**config.mk**
```make
export PLATFORM = sky130hd
export DESIGN_NAME = rws_controller
export DESIGN_NICKNAME = d
export VERILOG_FILES = /design/src/hw/rtl/rws_pkg.sv /design/src/hw/rtl/rws_controller.sv
export SDC_FILE = /design/constraint.sdc
export NUM_CORES = 1
export LEC_CHECK = 0
export BUFFER_PORTS_ARGS = -buffer_cell sky130_fd_sc_hd__buf_2
export CAP_MARGIN = 10
export CORE_MARGIN = 4
export CORE_UTILIZATION = 52
export CTS_BUF_LIST = sky130_fd_sc_hd__clkbuf_16
export DETAILED_ROUTE_END_ITERATION = 12
export GPL_TIMING_DRIVEN = 0
export PLACE_DENSITY = 0.9
export SETUP_SLACK_MARGIN = 0.1
export SLEW_MARGIN = 25
export SYNTH_ARGS = -nofsm -noshare
export SYNTH_HDL_FRONTEND = slang
export SYNTH_SLANG_ARGS = --single-unit
```
**constraint.sdc**
```tcl
create_clock -name clock -period 2.4 [get_ports clock]
set_input_delay 0.24 -clock clock [delete_from_list [all_inputs] [get_ports clock]]
set_output_delay 0.24 -clock clock [all_outputs]
set_load 0.02 [all_outputs]
```
**src/hw/rtl/rws_pkg.sv**
```systemverilog
// Package for the roulette wheel selector: table sizes, request and response
// payload types, codes and the controller to datapath interface structs.
// Depends on nothing.
`default_nettype none

package rws_pkg;

   localparam int TABLE_DEPTH = 512;
   localparam int ADDR_W      = $clog2(TABLE_DEPTH);
   localparam int COUNT_W     = $clog2(TABLE_DEPTH + 1);
   localparam int SUM_W       = 26;
   localparam int FIT_W       = 16;
   localparam int FRAC_W      = 16;
   localparam int ADJ_W       = 17;
   localparam int DIV_STEPS   = ADJ_W;
   localparam int DIV_CNT_W   = $clog2(DIV_STEPS);
   localparam int PROD_W      = FRAC_W + SUM_W;
   localparam int SEL_W       = 9;
   localparam int ENTRY_W     = 10;
   localparam logic [FIT_W-1:0] MAX_FITNESS_RESET = 16'd100;

   typedef enum logic [1:0] {
      CMD_CLEAR  = 2'd0,
      CMD_LOAD   = 2'd1,
      CMD_SELECT = 2'd2
   } command_type;

   typedef enum logic [1:0] {
      ST_OK    = 2'd0,
      ST_EMPTY = 2'd1,
      ST_FULL  = 2'd2
   } status_type;

   typedef struct packed {
      logic [1:0]       command;
      logic [FIT_W-1:0] raw_fitness;
      logic [FIT_W-1:0] target;
   } req_type;

   typedef struct packed {
      logic [1:0]         status;
      logic [SEL_W-1:0]   selected_index;
      logic [ENTRY_W-1:0] entry_count;
   } rsp_type;

   typedef struct packed {
      logic       capture;
      logic       clear;
      logic       div_start;
      logic       div_step;
      logic       accumulate;
      logic       multiply;
      logic       search_read;
      logic       search_compare;
      logic       respond;
      logic       respond_index;
      status_type respond_status;
   } ctl_cmd_type;

   typedef struct packed {
      logic [1:0] command;
      logic       table_full;
      logic       table_empty;
      logic       div_last;
      logic       search_open;
      logic       rsp_stall;
   } dp_status_type;

endpackage

`default_nettype wire

```
**src/hw/rtl/rws_controller.sv**
```systemverilog
// Controller state machine of the roulette wheel selector: sequences clear,
// load (division, accumulate) and select (multiply, binary search).
// Depends on rws_pkg.
`default_nettype none

module rws_controller (
   input  wire                    clock,
   input  wire                    reset,
   input  wire                    req_valid,
   output logic                   req_ready,
   input  rws_pkg::dp_status_type status,
   output rws_pkg::ctl_cmd_type   cmd
);

   typedef enum logic [7:0] {
      S_IDLE       = 8'b0000_0001,
      S_DISPATCH   = 8'b0000_0010,
      S_DIVIDE     = 8'b0000_0100,
      S_ACCUMULATE = 8'b0000_1000,
      S_MULTIPLY   = 8'b0001_0000,
      S_SEARCH_RD  = 8'b0010_0000,
      S_SEARCH_CMP = 8'b0100_0000,
      S_FINISH     = 8'b1000_0000
   } state_type;

   state_type           state_ff, state_in;
   rws_pkg::status_type code_ff, code_in;
   logic                index_ff, index_in;

   always_comb begin
      state_in = state_ff;
      code_in = code_ff;
      index_in = index_ff;
      cmd = '0;
      cmd.respond_status = code_ff;
      cmd.respond_index = index_ff;
      req_ready = 1'b0;
      case (state_ff)
         S_IDLE: begin
            req_ready = 1'b1;
            if (req_valid) begin
               cmd.capture = 1'b1;
               state_in = S_DISPATCH;
            end
         end
         S_DISPATCH: begin
            code_in = rws_pkg::ST_OK;
            index_in = 1'b0;
            state_in = S_FINISH;
            case (status.command)
               rws_pkg::CMD_CLEAR: begin
                  cmd.clear = 1'b1;
               end
               rws_pkg::CMD_LOAD: begin
                  if (status.table_full) begin
                     code_in = rws_pkg::ST_FULL;
                  end else begin
                     cmd.div_start = 1'b1;
                     state_in = S_DIVIDE;
                  end
               end
               rws_pkg::CMD_SELECT: begin
                  if (status.table_empty) begin
                     code_in = rws_pkg::ST_EMPTY;
                  end else begin
                     index_in = 1'b1;
                     state_in = S_MULTIPLY;
                  end
               end
               default: begin
               end
            endcase
         end
         S_DIVIDE: begin
            cmd.div_step = 1'b1;
            if (status.div_last) begin
               state_in = S_ACCUMULATE;
            end
         end
         S_ACCUMULATE: begin
            cmd.accumulate = 1'b1;
            state_in = S_FINISH;
         end
         S_MULTIPLY: begin
            cmd.multiply = 1'b1;
            state_in = S_SEARCH_RD;
         end
         S_SEARCH_RD: begin
            if (status.search_open) begin
               cmd.search_read = 1'b1;
               state_in = S_SEARCH_CMP;
            end else begin
               state_in = S_FINISH;
            end
         end
         S_SEARCH_CMP: begin
            cmd.search_compare = 1'b1;
            state_in = S_SEARCH_RD;
         end
         S_FINISH: begin
            if (!status.rsp_stall) begin
               cmd.respond = 1'b1;
               state_in = S_IDLE;
            end
         end
         default: begin
            state_in = S_IDLE;
         end
      endcase
   end

   always_ff @(posedge clock) begin
      if (reset) begin
         state_ff <= S_IDLE;
         code_ff <= rws_pkg::ST_OK;
         index_ff <= 1'b0;
      end else begin
         state_ff <= state_in;
         code_ff <= code_in;
         index_ff <= index_in;
      end
   end

endmodule

`default_nettype wire
```
==> results of run 1 <==
[tightest hold or removal path: stages]
cell                      delay, ns
sky130_fd_sc_hd__buf_2         0.10
sky130_fd_sc_hd__nand2_1       0.05
sky130_fd_sc_hd__nor2_1        0.03
[placed cells by master (no fill, tap or decap)]
cell type,instances
sky130_fd_sc_hd__a21oi_1,6
sky130_fd_sc_hd__a221oi_1,1
sky130_fd_sc_hd__a22o_1,1
sky130_fd_sc_hd__a31oi_1,2
sky130_fd_sc_hd__and2_1,3
sky130_fd_sc_hd__and3_1,5
sky130_fd_sc_hd__and3_2,1
sky130_fd_sc_hd__buf_2,22
sky130_fd_sc_hd__buf_4,1
sky130_fd_sc_hd__clkbuf_16,3
sky130_fd_sc_hd__clkbuf_2,1
sky130_fd_sc_hd__dfxtp_1,11
sky130_fd_sc_hd__ha_1,3
sky130_fd_sc_hd__inv_1,9
sky130_fd_sc_hd__nand2_1,7
sky130_fd_sc_hd__nand3_1,6
sky130_fd_sc_hd__nand3b_1,1
sky130_fd_sc_hd__nand4_1,2
sky130_fd_sc_hd__nand4b_1,2
sky130_fd_sc_hd__nor2_1,8
sky130_fd_sc_hd__nor2_2,1
sky130_fd_sc_hd__nor2b_1,4
sky130_fd_sc_hd__nor3_1,1
sky130_fd_sc_hd__nor3b_1,1
sky130_fd_sc_hd__nor4_1,1
sky130_fd_sc_hd__nor4_2,2
sky130_fd_sc_hd__nor4_4,1
sky130_fd_sc_hd__nor4b_1,2
sky130_fd_sc_hd__nor4b_2,1
sky130_fd_sc_hd__o211ai_1,3
sky130_fd_sc_hd__o31a_1,1
sky130_fd_sc_hd__xnor2_1,1
sky130_fd_sc_hd__xor2_1,1
[state kept, by name, summed over array words and instances, names as in the netlist]
signal / count
index_ff: 1
code_ff: 2
state_ff: 8
[cell families (layout without fill, tap and decap cells)]
kind of cell,after synthesis,after routing,share of synthesized area
buf+inv,10,36,0.0591
fa+ha+maj,3,3,0.0522
xor+xnor,2,2,0.0244
flops,11,11,0.306
simple gates,49,49,0.431
compound gates,14,14,0.127
[final cells by class]
class	count	area (sq um)
well taps	15	18.8
clock buffers	3	75.1
multi-input cells	68	457
repair buffers	22	110
flip-flops and latches	11	220
fillers	114	374
inverters	8	30.0
plain buffers	2	12.5
clock inverters	1	3.75
[worst max path at each step]
stage | from | to | slack [ns] | cells after the start
after floorplan | state_ff[2] | cmd[6] | 0.62 | 3
final | state_ff[0] | cmd[11] | 0.46 | 3
after global placement | state_ff[2] | cmd[6] | 0.81 | 4
after CTS | state_ff[0] | cmd[11] | 0.51 | 3
after global routing | state_ff[2] | cmd[6] | 0.33 | 4
after detailed placement | state_ff[2] | cmd[6] | 0.79 | 4
[power groups by stage]
stage / Clock (mW) / Sequential [mW] / Combinational [mW]
after floorplan: 0 / 0.218 / 0.155
after global placement: 0 / 0.221 / 0.201
after detailed placement: 0 / 0.222 / 0.210
after CTS: 0.307 / 0.219 / 0.215
after global routing: 0.315 / 0.222 / 0.239
final: 0.303 / 0.220 / 0.216
[per-stage QoR]
stage / power, mW / hold slack (ns) / util / worst slack, ns / cells
global placement: 0.422 / 0.440 / 0.652 / 0.813 / 126
global route: 0.776 / 0.231 / 0.713 / 0.333 / 130
CTS: 0.741 / 0.226 / 0.713 / 0.514 / 130
floorplan: 0.373 / 0.309 / - / 0.621 / 89
detailed placement: 0.432 / 0.449 / 0.652 / 0.794 / 126
finish: 0.739 / 0.225 / 0.713 / 0.464 / 130
[cells in the mapped netlist]
cell                       number
sky130_fd_sc_hd__dfxtp_1       11
sky130_fd_sc_hd__inv_1          8
sky130_fd_sc_hd__nor2_1         8
sky130_fd_sc_hd__nand2_1        7
sky130_fd_sc_hd__a21oi_1        6
sky130_fd_sc_hd__nand3_1        6
sky130_fd_sc_hd__and3_1         5
sky130_fd_sc_hd__nor2b_1        4
sky130_fd_sc_hd__and2_1         3
sky130_fd_sc_hd__ha_1           3
sky130_fd_sc_hd__o211ai_1       3
sky130_fd_sc_hd__a31oi_1        2
sky130_fd_sc_hd__nand4_1        2
sky130_fd_sc_hd__nand4b_1       2
sky130_fd_sc_hd__nor4_2         2
sky130_fd_sc_hd__nor4b_1        2
sky130_fd_sc_hd__a221oi_1       1
sky130_fd_sc_hd__a22o_1         1
sky130_fd_sc_hd__and3_2         1
sky130_fd_sc_hd__buf_4          1
sky130_fd_sc_hd__clkbuf_2       1
sky130_fd_sc_hd__nand3b_1       1
sky130_fd_sc_hd__nor2_2         1
sky130_fd_sc_hd__nor3_1         1
sky130_fd_sc_hd__nor3b_1        1
sky130_fd_sc_hd__nor4_1         1
sky130_fd_sc_hd__nor4_4         1
sky130_fd_sc_hd__nor4b_2        1
sky130_fd_sc_hd__o31a_1         1
sky130_fd_sc_hd__xnor2_1        1
sky130_fd_sc_hd__xor2_1         1
[metal layers]
layer	global-route usage	vias up	wire [um]
met4	0.211	0	125
met5	0	-	0
met1	0.222	343	653
met2	0.347	48	951
met3	0.0518	13	184
li1	-	370	-
==> metrics list, run 1 <==
- The run finished with clean final reports.
* Placer Congestion: 0.844
- The via count of the first global-routing pass came to 767.
- Peak VDD IR: 0.500 mV
- For this run, the number of Yosys warnings is 0.
- For this run, the top clock speed supported by timing is 517 MHz.
- Crit-path max cell delay: 0.52 ns
* Vias per cell: 5.95
- WL/cell: 14.7 um
- During placement, the flow inserted port buffers numbering 22.
- Dividing the final minimum period by the clock period gives 0.807.
- Synthesis produced 89 cells.
- The die covers 0.00204 sq mm.
- TritonCTS clock tree: yes
- Pins Over Slew Limit: 0
- Total number of nets in the final design: 129
- The kind of cell with the highest combined delay along the critical path is simple AND/OR/NAND/NOR gates.
- Largest cells by area after synthesis: sky130_fd_sc_hd__dfxtp_1 (31%), sky130_fd_sc_hd__ha_1 (5.2%), sky130_fd_sc_hd__and3_1 (4.3%)
- Worst reg2reg setup slack: 0.78 ns
- Maximum buffer depth of the clock tree: 2
* CP Cell Sequence: nor4b_1 -> and3_1 -> buf_2
- Sink of the worst hold path: state_ff[3]
- Clock tree synthesis inserted a total of 3 buffers.
- Antenna diodes: 0
- Maximum Capacitance Violations: 0
- Of the cells placed in the final design, the portion with a size suffix greater than 1 is 0.287.
- The critical path is of the reg2out type.
* Total of endpoints with negative setup slack in the final report: 0
- In this run the horizontal extent of the chip is 45.2 um.
- Post-detail-place hpwl: 1380 um
* Total negative setup slack: 0 ns
- Along the worst path, the maximum fanout reaches 6.
* RSZ-0062 raised after global routing: false
* Power spent charging and discharging nets: 237 uW
- Counting every sink on the clock net gives 11.
* Post-synthesis sequential element count: 11
- RR Startpoint: state_ff[0]
* Crit path arrival time: 1.70 ns
- Placement row count: 13
- Summing over every cut layer, the via total after detailed routing is 774.
- Before antenna repair, the detailed router went through 4 iterations.
- The share of synthesized area in the top cell type comes to 0.306.
* Area leader, netlist: sky130_fd_sc_hd__dfxtp_1
- The synthesized netlist contains 31 unique library cells.
- The first routing iteration left 21 violations.
- Quantity of gates resized following cts: 0
* Area growth, synth to finish: 28.9%
* Startpoint Class: flop
- The initial antenna violation count is 0.
- Final hold vios: 0
* Total routing usage reported by global routing: 0.215
- Internal power: 502 uW
- Setup clock skew after layout: 0.00365 ns
* Synthesized area divided by synthesized cell count: 8.08 sq um
- Worst-margin pin slew: 0.562 ns
- Sequential cell fraction of total power: 0.298
- The die is 45.2 um tall.
* Number of instances on the worst hold path: 3
* Total routed wirelength: 1910 um
- Of the total power, the share spent switching nets is 0.321.
- Area post-placement: 848 sq um
* Worst R2R Path Depth: 3
- Clock H-tree levels: 1
- Rel. slew slack: 0.620
- Pin count of the biggest net entering global routing: 9
* Total of hold buffers inserted after clock tree synthesis: 0
- Standby leakage power: 0.433 nW
- The first global-routing pass estimated 3110 um of wire.
- Number of buffer and inverter instances along the worst setup path: 1
* Source-to-sink clock delay at the later pin of the worst-skew pair: 0.24 ns
- Remaining antenna violation count after routing: 0
- After routing the design area is 927 sq um.
- After detailed routing, the number of remaining DRC violations is 0.
- For this run the aggregate overflow at the end of global routing stands at 0.
- Root buf cell: sky130_fd_sc_hd__clkbuf_16
* Core region area: 0.00130 sq mm
* Library cell contributing the largest single delay on the critical path: sky130_fd_sc_hd__nor4b_1
- Comb pwr share: 0.292
* Initial standard-cell utilization of the core: 0.553
- STA classifies the critical path endpoint as a primary output.
- Worst Min Path Start: status[2]
- The endpoint identified for the worst register-to-register timing path is state_ff[5].
- In this run the cell area of the synthesized design comes to 719 sq um.
- Subtracting the final worst setup slack from the clock period gives 1.94 ns.
- CP Data Required Time: 2.16 ns
- The path class of the tightest hold or removal check is in2reg.
- Dividing total power by cell area gives a power density of 797 mW/mm^2.
- After clock tree synthesis, the setup repair step added 0 buffers.
- Pin placement for this block handled 23 I/O pins.
* Sequential share of the synthesized area: 0.306
- Clock share of power: 0.410
- Syn nets: 102
- Reg clk slew, reported paths: 0.04 ns
Power figures use the tool's default switching activity.
==> run 2: changes to the inputs <==
--- a/config.mk
+++ b/config.mk
@@ -8,11 +8,11 @@
 export BUFFER_PORTS_ARGS = -buffer_cell sky130_fd_sc_hd__buf_2
 export CAP_MARGIN = 10
 export CORE_MARGIN = 4
-export CORE_UTILIZATION = 52
+export CORE_UTILIZATION = 44
 export CTS_BUF_LIST = sky130_fd_sc_hd__clkbuf_16
 export DETAILED_ROUTE_END_ITERATION = 12
 export GPL_TIMING_DRIVEN = 0
-export PLACE_DENSITY = 0.9
+export PLACE_DENSITY = 0.82
 export SETUP_SLACK_MARGIN = 0.1
 export SLEW_MARGIN = 25
 export SYNTH_ARGS = -nofsm -noshare
==> constraint.sdc (replaced) <==
create_clock -name clock -period 1.6 [get_ports clock]
set_input_delay 0.16 -clock clock [delete_from_list [all_inputs] [get_ports clock]]
set_output_delay 0.16 -clock clock [all_outputs]
set_load 0.02 [all_outputs]
==> run 2 against run 1 <==
  * The flow now finishes with violations (setup timing)
  * Non-clock buffer count is 10 higher
  * Sequential share of layout area shrank 4.0 points
  * Clock power grew 51%
  * First-iteration DRC count is 57% lower
  * Sequential power grew 54%
  * Critical path depth increased by 1
  * Hold slack worse by 0.073 ns
  * Via count is 4.4% higher
  * Wire length rose by 18%
  * Largest cell class unchanged
  * Highest routed layer unchanged
==> metrics list, run 2 (same netlist as run 1, synthesis figures left out) <==
- Status: finished, violations left
* Violated checks: setup timing
- For this run, the total global-route usage over all layers was measured as 0.183.
- VDD sags by at most 0.815 mV.
- Registers with the most flip-flops: state_ff x8, code_ff x2, index_ff x1
* Port-buffer cells: 22
- Fraction of layout cells with a size suffix above 1: 0.520
- The initial utilization of the core area, before any placement, comes to 0.472.
- WL/cell: 16.0 um
* Worst-margin pin slew: 0.424 ns
- Worst min path class: in2reg
* Post-detail-place hpwl: 1310 um
- Total number of nets in the final design: 139
- The max-slew violation count was 0.
- At the end of routability-driven placement, the weighted congestion stood at 0.849.
- Along the worst path, the maximum fanout reaches 4.
- Crit share post-route: 1.01
* Post-route design area: 0.00120 sq mm
- Measured along the y axis, the die boundary spans 48.4 um.
* Crit-path max cell delay: 0.36 ns
- TritonCTS clock tree: yes
- Setup violations remaining at the end of the flow were counted as 2.
* Vias per cell: 5.73
- At the later pin of the worst-skew pair, clock insertion delay measures 0.24 ns.
- Area post-placement: 861 sq um
* Area growth, synth to finish: 66.3%
- The clock passes through at most 2 buffers.
* Antenna diodes: 0
- Crit path kind: reg2out
- Based on the critical path, the design can be clocked at up to 619 MHz.
* Min cycle time layout: 1.62 ns
* Number of flip-flops in the largest register: 8
* Commonest non-fill, non-tap cells in the layout: sky130_fd_sc_hd__buf_4 (13), sky130_fd_sc_hd__buf_2 (13), sky130_fd_sc_hd__inv_1 (9)
- CTS built an H-tree with a depth of 1.
- Crit path arrival time: 1.46 ns
- First-pass iteration count of the detailed router: 4
- In this run the clock root is driven by a sky130_fd_sc_hd__clkbuf_16.
- Clock-pin slew was measured on the worst setup and hold paths at 0.04 ns.
* Pwr Density: 1130 mW/mm^2
* Total grt overflow: 0
- Core region area: 0.00152 sq mm
- Pin count of the biggest net entering global routing: 8
- The signal on the critical path passes through nor4_4 -> nand3_2 -> nor3b_2 -> buf_4.
- The worst setup path is launched from a flop.
- In this run the static leakage power is 0.517 nW.
- The worst setup path is captured at a primary output.
* Total routed wirelength: 2250 um
- On the critical path, the stage with the largest delay is an instance of sky130_fd_sc_hd__dfxtp_4.
* Largest register by flop count: state_ff
- Ports: 23
* Die outline area: 0.00235 sq mm
- The initial antenna violation count is 0.
* Remaining antenna violation count after routing: 0
- Headroom to the max-slew limit came out at 0.716.
- Placement row count: 14
- Kind of cell with the highest combined delay on the critical path: simple AND/OR/NAND/NOR gates
- The via count of the first global-routing pass came to 746.
- Max-cap violations in this run came to 0.
- Overall die width: 48.4 um
- Total vias in the final route: 808
- For this design, the CTS-stage hold fixing added 0 buffers.
- RSZ-0062 raised after global routing: true
- STA puts the critical path data required time at 1.44 ns.
- Number of buffer and inverter instances along the worst setup path: 1
- In the post-route analysis, the smallest setup slack over all paths is -0.0164 ns.
- Final hold vios: 0
- Before CTS, the worst setup slack after placement is 0.0320 ns.
- Final routed DRC violation total: 0
* Total power of the final layout: 1.35 mW
- First-pass GRT wire length: 3310 um
* Setup clock skew after layout: 0.00283 ns
- Clock tree synthesis found a total of 11 sinks.
* Number of CTS-inserted buffers: 3
* Number of DRC markers in iteration 0: 9
[run 2: stage by stage]
step	instances	hold WS, ns	setup TNS (ns)	util
after floorplan	89	0.229	0	-
after global placement	127	0.392	0	0.565
after detailed placement	127	0.392	0	0.565
after CTS	139	0.139	-0.266	0.731
after global routing	141	0.177	-0.215	0.785
final	141	0.153	-0.0272	0.785
[run 2: worst reg2reg max path: stages (launching register included)]
cell,delay (ns)
sky130_fd_sc_hd__dfxtp_2,0.38
sky130_fd_sc_hd__nor4_4,0.25
sky130_fd_sc_hd__buf_4,0.19
sky130_fd_sc_hd__buf_6,0.12
sky130_fd_sc_hd__nand4_1,0.17
sky130_fd_sc_hd__and3_1,0.25
[run 2: layout make-up]
cell class | instances | area (sq um)
Multi-Input combinational cell | 68 | 574
Fill cell | 98 | 328
Sequential cell | 11 | 236
Timing Repair Buffer | 32 | 234
Clock buffer | 3 | 75.1
Inverter | 8 | 30.0
Buffer | 2 | 22.5
Tap cell | 16 | 20.0
Clock inverter | 1 | 3.75
[run 2: what timing repair did]
| item | 4_1_cts | 5_1_grt |
|---|---|---|
| resized for setup | 33 | 16 |
| buffers inserted | 8 | 3 |
| setup endpoints to repair | 10 | 16 |
| pin swaps | 14 | 12 |
[run 2: where the power goes]
| group | total (mW) | switching, mW | internal (mW) | leakage (nW) |
|---|---|---|---|---|
| combinational | 0.552 | 0.270 | 0.282 | 0.382 |
| sequential | 0.339 | 0.0362 | 0.303 | 0.0927 |
| clock | 0.459 | 0.130 | 0.329 | 0.0423 |
[run 2: path summary, 6_finish.rpt]
kind	start	endpoint	slack, ns	cells past startpoint
max	state_ff[7]	cmd[9]	-0.02	4
min	status[2]	state_ff[3]	0.15	3
max reg2reg	state_ff[3]	state_ff[1]	0.13	5
min reg2reg	index_ff	index_ff	0.46	2
[run 2: per-layer routing]
layer  share of wire  up-vias  GRT usage  wire length (um)
met4           0.013        0     0.0691                29
met1            0.37      389      0.186               823
met2            0.57       23      0.337              1280
met3           0.054        3     0.0583               121
met5               0        -          0                 0
li1                -      393          -                 -
==> run 3: changes to the inputs <==
--- a/config.mk
+++ b/config.mk
@@ -8,11 +8,11 @@
 export BUFFER_PORTS_ARGS = -buffer_cell sky130_fd_sc_hd__buf_2
 export CAP_MARGIN = 10
 export CORE_MARGIN = 4
-export CORE_UTILIZATION = 44
-export CTS_BUF_LIST = sky130_fd_sc_hd__clkbuf_16
+export CORE_UTILIZATION = 46
+export CTS_BUF_LIST = sky130_fd_sc_hd__clkbuf_4
 export DETAILED_ROUTE_END_ITERATION = 12
 export GPL_TIMING_DRIVEN = 0
-export PLACE_DENSITY = 0.82
+export PLACE_DENSITY = 0.85
 export SETUP_SLACK_MARGIN = 0.1
 export SLEW_MARGIN = 25
 export SYNTH_ARGS = -nofsm -noshare
==> run 3 against run 2 <==
  * The flow still finishes with violations (setup timing)
  * Global-route usage up 1.6 points
  * Cell area up 0.94%
  * Combinational power up 2%
  * First-iteration DRC count up 110%
  * Wire length up 8.7%
  * Die area down 3.6%
  * Maximum frequency down 3.2%
  * Clock power down 52%
  * Sequential share of layout area up 0.33 points
  * Setup slack worse by 0.053 ns
  * Hold slack worse by 0.047 ns
  * Critical endpoint unchanged
  * Largest power group unchanged
==> metrics list, run 3 (same netlist as run 1, synthesis figures left out) <==
* Total routed wirelength: 2450 um
- Entering global routing, the biggest net connects 8 pins.
- Initial standard-cell utilization of the core: 0.483
- The worst setup path is captured at a primary output.
- Placer Congestion: 0.806
- TritonCTS clock tree: yes
- At the end of the flow, the number of nets in the layout was 147.
- Rel. slew slack: 0.758
- DP Worst Slack: 0.0452 ns
* Most frequent standard cell in the layout excluding fill and tap cells: sky130_fd_sc_hd__buf_4
- The worst setup path is launched from a flop.
- After detailed routing, the number of remaining DRC violations is 0.
- Setup violations remaining at the end of the flow were counted as 8.
- After clock tree synthesis, the clock-pin slew on the worst setup and hold paths is 0.08 ns.
- The run finished, with violations left.
- Number of CTS-inserted buffers: 3
* Pins Over Slew Limit: 0
- Maximum buffer depth of the clock tree: 2
- Final hold vios: 0
- After detailed routing, the average wire length per cell comes to 16.4 um.
- Counting cells, the worst reg-to-reg path comes to 5.
* Area post-placement: 861 sq um
- At the pin with the least slew margin, the transition time is 0.364 ns.
- Derived from the worst setup path, the maximum achievable clock frequency is 599 MHz.
- Commonest non-fill, non-tap cells in the layout: sky130_fd_sc_hd__buf_4 (23), sky130_fd_sc_hd__buf_2 (13), sky130_fd_sc_hd__inv_1 (8), sky130_fd_sc_hd__nor2_1 (8)
* Root buf cell: sky130_fd_sc_hd__clkbuf_4
- Fraction of layout cells with a size suffix above 1: 0.549
- Measured on the finished design, the core utilization comes to 0.811.
* Worst min path class: in2reg
- Clock H-tree levels: 1
- Source-to-sink clock delay at the later pin of the worst-skew pair: 0.27 ns
* Setup clock skew after layout: 0.00152 ns
* Standby leakage power: 0.537 nW
- Setup repair after global routing could not meet its margin everywhere.
- Antenna diodes: 0
- Number of DRC markers in iteration 0: 19
- Initial antenna violation count: 0
* Peak VDD IR: 0.590 mV
* Crit path kind: reg2out
- Total vias in the final route: 876
* Crit path arrival time: 1.51 ns
* Worst hold margin: 0.106 ns
* Core region area: 0.00149 sq mm
- First-pass GRT wire length: 3180 um
- Height of the die: 47.5 um
- Clock sink count: 11
* Overall die width: 47.5 um
- Total routing usage reported by global routing: 0.199
- Crit Path Max Fanout: 5
- Port-buffer cells: 22
* Ports: 23
- Remaining antenna violation count after routing: 0
- In this run the power density over the cells is 938 mW/mm^2.
- Placement row count: 14
- After detailed routing, the number of vias per cell comes to 5.88.
- Number of instances on the worst hold path: 3
- The via count of the first global-routing pass was 762.
* Fin worst setup slack: -0.0698 ns
- The layout has 96 filler cells.
- Before antenna repair, the detailed router went through 4 iterations.
- The final reports fail on setup timing.
- Excluding fillers, the count of instances in the completed layout stands at 149.
- Area growth, synth to finish: 67.8%
* Post-route design area: 0.00121 sq mm
- Maximum Capacitance Violations: 0
- Total of hold buffers inserted after clock tree synthesis: 0
- Total placed cells including tap cells: 127
* Largest register by flop count: state_ff
* Registers with the most flip-flops: state_ff x8, code_ff x2, index_ff x1
* Number of flip-flops in the largest register: 8
- Dividing the final minimum period by the clock period gives 1.04.
* CP Data Required Time: 1.44 ns
- For this run the aggregate overflow at the end of global routing stands at 0.
- The HPWL after detailed placement is 1360 um.
* Min cycle time layout: 1.67 ns
- The floorplan step defined a die boundary enclosing 0.00226 sq mm.
-- run 3: cell count changes in the layout (fill, tap and decap cells not counted), sizes merged --
cell | previous run | this run
inv | 9 | 8
buf | 34 | 42
clkbuf | 3 | 4
-- run 3: layer usage --
layer / vias to the layer above / GRT usage / wire, um
met5: - / 0 / 0
met4: 0 / 0.118 / 65
met3: 10 / 0.0564 / 122
met2: 34 / 0.350 / 1300
met1: 422 / 0.209 / 965
li1: 410 / - / -
-- run 3: timing repair --
action                     4_1_cts  5_1_grt
resized for setup               23       27
pin swaps                        6       15
setup buffers                    7       14
setup endpoints to repair       10       16
-- run 3: worst paths after layout --
path,from,endpoint,slack [ns]
hold reg to reg,index_ff,index_ff,0.47
setup reg to reg,state_ff[5],state_ff[0],0.12
setup / recovery,state_ff[2],cmd[9],-0.07
hold / removal,status[2],state_ff[3],0.11
-- run 3: final cells by class --
type	instances	area, sq um	area share
well taps	16	20.0	0.0166
clock buffers	4	30.0	0.0249
inverters	8	30.0	0.0249
repair buffers	41	298	0.247
plain buffers	1	7.51	0.00622
multi-input cells	68	579	0.480
flip-flops and latches	11	243	0.201
-- run 3: critical path, stage by stage (launching register included) --
cell and delay [ns]:
sky130_fd_sc_hd__dfxtp_4 0.37, sky130_fd_sc_hd__nor4_4 0.33, sky130_fd_sc_hd__nand3_2 0.15, sky130_fd_sc_hd__nor3b_2 0.22
sky130_fd_sc_hd__buf_4 0.17
-- run 3: where the power goes --
part,switching (mW),internal [mW]
clock network,0.105,0.113
registers,0.0496,0.299
logic,0.266,0.299
-- run 3: through the flow --
step | TNS, ns | power, mW
detailed placement | 0 | 0.648
global placement | 0 | 0.641
finish | -0.181 | 1.13
global route | -0.843 | 1.18
CTS | -0.462 | 0.996
floorplan | 0 | 0.562
